`config.mk`:
```
export PLATFORM = sky130hd
export DESIGN_NAME = tank_fill_pump_controller
export DESIGN_NICKNAME = d
export VERILOG_FILES = /design/src/design/tfpc_pkg.sv /design/src/design/tank_fill_pump_controller.sv
export SDC_FILE = /design/constraint.sdc
export NUM_CORES = 2
export LEC_CHECK = 0
export ABC_AREA = 1
export BUFFER_PORTS_ARGS = -buffer_cell sky130_fd_sc_hd__buf_2
export CORE_ASPECT_RATIO = 1.1
export CORE_MARGIN = 10
export CORE_UTILIZATION = 65
export CTS_CLUSTER_DIAMETER = 100
export DETAILED_ROUTE_END_ITERATION = 10
export PLACE_DENSITY = 0.83
export SLEW_MARGIN = 15
export SYNTH_ARGS = -nofsm -noshare
export SYNTH_HDL_FRONTEND = slang
export SYNTH_SLANG_ARGS = --single-unit
```
`constraint.sdc`:
```
create_clock -name clk -period 43.3 [get_ports clk]
set_input_delay 2.165 -clock clk [delete_from_list [all_inputs] [get_ports clk]]
set_output_delay 2.165 -clock clk [all_outputs]
set_load 0.02 [all_outputs]
```
`src/design/tfpc_pkg.sv`:
```
// Package for the tank fill pump controller: types, codes and step helpers.
package tfpc_pkg;

  localparam int NUM_CH    = 3;   // channel fields are three bits wide
  localparam int CHANNELS  = 3;   // channels wired to sensors and valves
  localparam int TIME_W    = 32;
  localparam int DUR_W     = 16;
  localparam int CFG_IDX_W = 3;
  localparam int CFG_W     = 32;
  localparam int IN_W      = 80;
  localparam int OUT_W     = 16;

  localparam logic [1:0] PH_IDLE    = 2'd0;
  localparam logic [1:0] PH_PREOPEN = 2'd1;
  localparam logic [1:0] PH_FILLING = 2'd2;
  localparam logic [1:0] NONE_CH    = 2'd3;

  localparam logic [3:0] AL_NO_FLOW  = 4'b0001;
  localparam logic [3:0] AL_LEVEL    = 4'b0010;
  localparam logic [3:0] AL_TIMEOUT  = 4'b0100;
  localparam logic [3:0] AL_CLOCK    = 4'b1000;
  localparam logic [3:0] AL_BLOCKING = AL_NO_FLOW | AL_LEVEL;

  localparam logic [CFG_IDX_W-1:0] REG_MASK      = 3'd0;
  localparam logic [CFG_IDX_W-1:0] REG_FILL0     = 3'd1;
  localparam logic [CFG_IDX_W-1:0] REG_FILL1     = 3'd2;
  localparam logic [CFG_IDX_W-1:0] REG_FILL2     = 3'd3;
  localparam logic [CFG_IDX_W-1:0] REG_PREOPEN   = 3'd4;
  localparam logic [CFG_IDX_W-1:0] REG_OFF_DELAY = 3'd5;
  localparam logic [CFG_IDX_W-1:0] REG_FLOW_START = 3'd6;
  localparam logic [CFG_IDX_W-1:0] REG_FLOW_GAP  = 3'd7;

  localparam logic [NUM_CH-1:0] RST_MASK       = 3'd7;
  localparam logic [TIME_W-1:0] RST_FILL_LIMIT = 32'd600000;
  localparam logic [DUR_W-1:0]  RST_PREOPEN    = 16'd2000;
  localparam logic [DUR_W-1:0]  RST_OFF_DELAY  = 16'd2000;
  localparam logic [DUR_W-1:0]  RST_FLOW_START = 16'd10000;
  localparam logic [DUR_W-1:0]  RST_FLOW_GAP   = 16'd5000;

  typedef struct packed {
    logic [1:0]        phase;
    logic [1:0]        active;
    logic              cs_vld;
    logic [TIME_W-1:0] cs_t;
    logic              ps_vld;
    logic [TIME_W-1:0] ps_t;
    logic              sr_vld;
    logic [TIME_W-1:0] sr_t;
    logic [3:0]        alarm;
    logic              pump;
    logic [NUM_CH-1:0] valve;
  } state_t;

  localparam state_t STATE_RESET = '{
    phase: PH_IDLE, active: NONE_CH, cs_vld: 1'b0, cs_t: '0, ps_vld: 1'b0, ps_t: '0,
    sr_vld: 1'b0, sr_t: '0, alarm: 4'd0, pump: 1'b0, valve: '0};

  // elapsed time since a valid stamp has reached dur (modular)
  function automatic logic passed(input logic vld, input logic [TIME_W-1:0] t,
                                  input logic [TIME_W-1:0] now,
                                  input logic [TIME_W-1:0] dur);
    logic [TIME_W-1:0] el;
    el = now - t;
    return vld && (el >= dur);
  endfunction

  function automatic state_t safe_stop(input state_t s, input logic [3:0] al);
    state_t r;
    r        = STATE_RESET;
    r.alarm  = s.alarm | al;
    return r;
  endfunction

  function automatic state_t end_cycle(input state_t s, input logic [TIME_W-1:0] now);
    state_t r;
    r = s;
    if (s.active != NONE_CH) r.valve[s.active] = 1'b0;
    r.phase  = PH_IDLE;
    r.active = NONE_CH;
    r.cs_vld = 1'b0;
    r.cs_t   = '0;
    r.sr_vld = 1'b1;
    r.sr_t   = now;
    return r;
  endfunction

endpackage

```
`src/design/tank_fill_pump_controller.sv`:
```
// Top level of the tank fill pump controller.
//
// One input transfer on s_* is one control tick: time, manual and pump-request
// switches, per-channel low/high level sensors and the latest flow pulse time.
// Each tick yields exactly one result transfer on m_*: valve mask, pump drive,
// sticky alarms, cycle phase and active channel, all as state after the tick.
// Configuration goes in through cfg_wr_en/cfg_index/cfg_wdata, one register
// per cycle, and is meant to change only while no tick is in flight.
//
// Datapath: an input register, then one pass of step logic (a handful of
// 32-bit subtract/compares per channel plus the pump and flow checks) that
// updates the controller state and loads the result register together.
// Throughput: one tick per cycle unless m_tready holds the result register.
// When m_tready is low the result register holds; the input register still
// takes one more tick, then s_tready drops until the result moves on.
// Synchronous reset restores default configuration, idle phase, no channel,
// valves closed, pump off, alarms clear and both stages empty.
module tank_fill_pump_controller (
  input  logic                            clk,
  input  logic                            rst,
  // config write port
  input  logic                            cfg_wr_en,
  input  logic [tfpc_pkg::CFG_IDX_W-1:0]  cfg_index,
  input  logic [tfpc_pkg::CFG_W-1:0]      cfg_wdata,
  // tick input
  input  logic                            s_tvalid,
  output logic                            s_tready,
  // now_ms[31:0], manual_switch[32], pump_request[33], level_low_bits[36:34],
  // level_high_bits[39:37], last_pulse_ms[71:40], pulse_seen[72], zero pad
  input  logic [tfpc_pkg::IN_W-1:0]       s_tdata,
  // result output
  output logic                            m_tvalid,
  input  logic                            m_tready,
  // valve_bits[2:0], pump_on[3], alarm_bits[7:4], cycle_phase[9:8],
  // active_index[11:10], zero pad
  output logic [tfpc_pkg::OUT_W-1:0]      m_tdata
);
  import tfpc_pkg::*;

  // configuration
  logic [NUM_CH-1:0] tank_mask;
  logic [TIME_W-1:0] fill_limit [NUM_CH];
  logic [DUR_W-1:0]  preopen;
  logic [DUR_W-1:0]  off_delay;
  logic [DUR_W-1:0]  flow_start;
  logic [DUR_W-1:0]  flow_gap;

  always_ff @(posedge clk) begin
    if (rst) begin
      tank_mask  <= RST_MASK;
      for (int i = 0; i < NUM_CH; i++) fill_limit[i] <= RST_FILL_LIMIT;
      preopen    <= RST_PREOPEN;
      off_delay  <= RST_OFF_DELAY;
      flow_start <= RST_FLOW_START;
      flow_gap   <= RST_FLOW_GAP;
    end else if (cfg_wr_en) begin
      case (cfg_index)
        REG_MASK:       tank_mask     <= cfg_wdata[NUM_CH-1:0];
        REG_FILL0:      fill_limit[0] <= cfg_wdata[TIME_W-1:0];
        REG_FILL1:      fill_limit[1] <= cfg_wdata[TIME_W-1:0];
        REG_FILL2:      fill_limit[2] <= cfg_wdata[TIME_W-1:0];
        REG_PREOPEN:    preopen       <= cfg_wdata[DUR_W-1:0];
        REG_OFF_DELAY:  off_delay     <= cfg_wdata[DUR_W-1:0];
        REG_FLOW_START: flow_start    <= cfg_wdata[DUR_W-1:0];
        REG_FLOW_GAP:   flow_gap      <= cfg_wdata[DUR_W-1:0];
        default: ;
      endcase
    end
  end

  // channel enable: mask bit and a channel that exists
  logic [NUM_CH-1:0] chan_en;
  always_comb begin
    for (int ch = 0; ch < NUM_CH; ch++) chan_en[ch] = tank_mask[ch] && (ch < CHANNELS);
  end

  // pipeline handshake
  logic             in_vld;
  logic [IN_W-1:0]  in_data;
  logic             advance;

  assign advance  = in_vld && (!m_tvalid || m_tready);
  assign s_tready = !in_vld || advance;

  always_ff @(posedge clk) begin
    if (rst) in_vld <= 1'b0;
    else if (s_tready) in_vld <= s_tvalid;
  end

  always_ff @(posedge clk) begin
    if (s_tready && s_tvalid) in_data <= s_tdata;
  end

  // unpack the registered tick
  logic [TIME_W-1:0] now;
  logic              manual;
  logic              request;
  logic [NUM_CH-1:0] lows;
  logic [NUM_CH-1:0] highs;
  logic [TIME_W-1:0] last_pulse;
  logic              seen;

  assign now        = in_data[31:0];
  assign manual     = in_data[32];
  assign request    = in_data[33];
  assign lows       = in_data[36:34];
  assign highs      = in_data[39:37];
  assign last_pulse = in_data[71:40];
  assign seen       = in_data[72];

  // controller state and step logic
  state_t st, st_next;

  always_comb begin
    state_t            n;
    logic              done;
    logic              started;
    logic [TIME_W-1:0] ref_t;
    logic [TIME_W-1:0] lim;
    logic [TIME_W-1:0] elapsed;
    n = st;
    done = 1'b0;
    started = 1'b0;
    ref_t = '0;
    lim = '0;
    elapsed = '0;

    // manual mode finishes a running cycle
    if (manual && n.phase != PH_IDLE) n = end_cycle(n, now);
    n.alarm = n.alarm | AL_CLOCK;

    if (!manual) begin
      // supervise the active channel, flag inconsistent sensors
      for (int ch = 0; ch < NUM_CH; ch++) begin
        if (!done && chan_en[ch]) begin
          if (lows[ch] && highs[ch]) begin
            if (n.active == 2'(ch)) n = safe_stop(n, AL_LEVEL);
            else begin
              n.valve[ch] = 1'b0;
              n.alarm     = n.alarm | AL_LEVEL;
            end
          end else if (n.active == 2'(ch) && n.phase == PH_FILLING) begin
            if (highs[ch]) n = end_cycle(n, now);
            else if (passed(n.cs_vld, n.cs_t, now, fill_limit[ch]))
              n = safe_stop(n, AL_TIMEOUT);
            done = 1'b1;
          end
        end
      end
      // start a new cycle on the first channel that needs water
      if (!done && n.phase == PH_IDLE && (n.alarm & AL_BLOCKING) == 4'd0) begin
        for (int ch = 0; ch < NUM_CH; ch++) begin
          if (!started && chan_en[ch] && lows[ch] && !highs[ch]) begin
            n.valve[ch] = 1'b1;
            n.active    = 2'(ch);
            n.cs_vld    = 1'b1;
            n.cs_t      = now;
            n.phase     = PH_PREOPEN;
            started     = 1'b1;
          end
        end
      end
    end

    if (n.phase == PH_PREOPEN && passed(n.cs_vld, n.cs_t, now, TIME_W'(preopen)))
      n.phase = PH_FILLING;

    // pump drive with off delay
    if (n.phase == PH_FILLING || (request && (n.alarm & AL_BLOCKING) == 4'd0)) begin
      n.pump = 1'b1;
      if (!n.ps_vld) begin
        n.ps_vld = 1'b1;
        n.ps_t   = now;
      end
    end else if (passed(n.sr_vld, n.sr_t, now, TIME_W'(off_delay))) begin
      n.pump   = 1'b0;
      n.ps_vld = 1'b0;
      n.ps_t   = '0;
    end

    // loss of flow
    if (n.pump && n.ps_vld) begin
      ref_t   = seen ? last_pulse : n.ps_t;
      lim     = seen ? TIME_W'(flow_gap) : TIME_W'(flow_start);
      elapsed = now - ref_t;
      if (elapsed > lim) n = safe_stop(n, AL_NO_FLOW);
    end

    st_next = n;
  end

  always_ff @(posedge clk) begin
    if (rst) st <= STATE_RESET;
    else if (advance) st <= st_next;
  end

  // result register
  always_ff @(posedge clk) begin
    if (rst) m_tvalid <= 1'b0;
    else if (!m_tvalid || m_tready) m_tvalid <= in_vld;
  end

  always_ff @(posedge clk) begin
    if (advance)
      m_tdata <= {4'd0, st_next.active, st_next.phase, st_next.alarm,
                  st_next.pump, st_next.valve};
  end

  // checks
  a_idle_none: assert property (@(posedge clk) disable iff (rst)
    (st.phase == PH_IDLE) == (st.active == NONE_CH))
    else $error("phase and active channel disagree");

  a_valve_idle: assert property (@(posedge clk) disable iff (rst)
    (st.phase == PH_IDLE) |-> (st.valve == '0))
    else $error("valve open while idle");

  a_valve_active: assert property (@(posedge clk) disable iff (rst)
    (st.phase != PH_IDLE) |-> (st.valve == (NUM_CH'(1) << st.active)))
    else $error("valve mask does not match active channel");

  a_fill_pump: assert property (@(posedge clk) disable iff (rst)
    (st.phase == PH_FILLING) |-> st.pump)
    else $error("filling without pump");

  a_hold_input: assert property (@(posedge clk) disable iff (rst)
    (in_vld && !advance) |=> (in_vld && $stable(in_data)))
    else $error("stalled tick lost");

  a_clock_alarm: assert property (@(posedge clk) disable iff (rst)
    m_tvalid |-> m_tdata[7])
    else $error("clock alarm missing in result");

endmodule

```
==> metrics <==
Yosys cell types=57; max-slew violations=0; placed cell area=30,490 um^2; Root Buffer=clkbuf_16; register area=8989 um^2; clock skew=0.03324 ns; die area=54,100 um^2; CP dominant cell by count=nand2_1; Critical Path RT=43.58 ns; Multi-input gate area=17,780 um^2; Max-cap violations=0; power per cell area=34.17 nW/um^2; DR pass1 iterations=6; cts-stage hold buffer count=0; Initial Util=65.86%; Peak VDD IR=0.03831 mV; hold path cells=2; Tmin final=34.21 ns; Syn Area/Cell=7.234 um^2; RePlAce Congestion=0.9958; R2R setup slack=9.09 ns; crit path DAT=34.48 ns; Hold WC Path Type=reg -> reg; unrepaired setup endpoints after global routing=false; final core utilization=71.45%; leading area contributor after synthesis=edfxtp_1; CTS tree=yes; PnR worst setup slack=9.092 ns; Area Overhead vs Synth=8.482%; clock latency at the later pin of the worst-skew pair=0.61 ns; critical path fanouts, max=76; sequential element share of the synthesized area=30.60%; Highest Clock Rate=29.23 MHz; CTS sink count=359; nets=4,577; I/O pin cnt=138; DR iter-0 viols=2,714; final antenna-violating net count=0; Setup TNS=0 ns; FF-to-FF path depth=178; # diodes=0; area of the mapped netlist=29,370 um^2; layout cell share with drive strength beyond 1=7.184%; drt total wl=85,490 um; Avg Vias per Cell=5.951; Worst Max-Slew Pin Slew=1.146 ns; Layout fillers=3,759; Worst path max stage delay=0.81 ns; Clock Pin Slew Worst Setup and Hold Paths=0.06 ns; CP endpoint kind=flop; Inserted Clock Buffers=41; vias in the first global route=26,960; core area=44,590 um^2; EDFF count, synth=180; worst hold endpoint=st[20]; Die X=222.7 um; hpwl dp=61,470 um; Max transition margin=23.11%; Synth Instances=4,060; top-count cell post-synth=nand2_1; crit start category=flop; Synth Register Bits=359; # port buffers=125; FF-to-FF End=m_tdata[11]; # setup viols final=0; die height=242.9 um; Hold Crit Start=st[20]; routed wire length per instance=18.08 um; asr flop ratio synth=0%; row cnt=81; Post-synth top flop=edfxtp_1; top-area cell type share of the netlist area=18.40%; synth top area cells=edfxtp_1 18%, ha_1 14%, dfxtp_1 12%; Vias=28,140; Fin Hold WS=0.4616 ns; RR Startpoint=in_data[32]; Synth top cells by count=779 x nand2_1, 517 x inv_1, 431 x a21oi_1; Tcrit/Tclk final=79.00%; status=complete, no violations; postcts setup bufs=0; antenna violations before repair=1; count of final hold-check violations=0; grt ovf=0; Synth warnings=0; post_cts resized=0; Overall Global Routing Usage=30.50%; worst slack, placed=10.02 ns; post-route cell area=31,860 um^2; Max Buffers Root-to-Sink=3; Worst path slowest cell=nand3_2; maximum number of pins on one net before global-route repair=85; CP Class=reg -> reg; first-pass GRT wire length=136,200 um; leakage=14.16 nW; DRC viols=0; H-tree depth=2
-- flip-flops by register name, summed over array words and instances (netlist names) --
register,count
st,110
fill_limit,96
in_data,73
flow_gap,16
flow_start,16
off_delay,16
preopen,16
m_tdata,11
chan_en,3
in_vld,1
m_tvalid,1
-- critical path, delay by kind of cell, from the launching register on --
kind	cells	cell delay [ns]
simple gates	90	12.78
fa+ha+maj	13	4.05
buf+inv	14	3.61
xor+xnor	5	0.69
flops	1	0.37
compound gates	56	12.01
-- stage by stage --
stage / power (mW) / cells
after global routing: 1.150 / 4729
final: 1.089 / 4729
after floorplan: 0.6430 / 4063
after CTS: 1.086 / 4729
after global placement: 0.7156 / 4654
after detailed placement: 0.7267 / 4654
-- report_power, final --
part | leakage (nW) | internal (mW) | switching (mW)
clock network | 0.668 | 0.206 | 0.155
registers | 3.21 | 0.376 | 0.0121
logic | 10.3 | 0.124 | 0.216
-- kinds of logic (layout without fill, tap and decap cells) --
group	after synthesis	count (layout)	synth area share, %
multiplexers	20	20	0.6816
flip-flops	359	359	30.60
buffers and inverters	695	780	9.078
adder cells (fa/ha/maj)	341	341	14.68
XOR/XNOR	161	161	4.801
AND/OR/NAND/NOR	1380	1380	19.30
AO/OA/AOI/OAI	1102	1102	20.83
other	2	5	0.02557
-- how the worst max path moves through the flow --
stage,startpoint,to,slack [ns]
after floorplan,in_data[32],m_tdata[4],19.12
after CTS,in_data[32],m_tdata[11],9.70
after global routing,in_data[32],st[0],5.86
final,in_data[32],m_tdata[11],9.09
after global placement,in_data[32],m_tdata[10],10.53
after detailed placement,in_data[32],m_tdata[11],10.02
-- metal layers --
layer	track usage [%]	part of all wire [%]
met1	35.58	39
met3	5.710	8.5
met2	52.61	47
met4	15.11	5.1
met5	0	0.011
-- cell usage in the layout (no fill, tap or decap), types with 24 or more instances in the layout --
cell type  synthesis  routed
a21oi_1          431     431
o211ai_1          47      47
a31oi_1           42      42
nand3_1          137     137
xnor2_1           44      44
nand2_1          779     777
nor2_1           352     351
o21ai_0          392     389
ha_1             335     335
buf_2             10     124
buf_4              6      49
nor3_1            24      24
xor2_1           117     117
o22ai_1           49      49
inv_1            517     513
nand4_1           35      35
edfxtp_1         180     180
clkbuf_16          0      41
dfxtp_1          179     179
-- cell type report --
cell class / instances / area share [%]
multi-input combinational: 3009 / 55.82
tap: 581 / 2.282
sequential: 359 / 28.21
clock inverter: 23 / 0.8914
clock buffer: 52 / 3.424
timing repair buffer: 173 / 3.102
inverter: 532 / 6.271
Power figures use the tool's default switching activity.
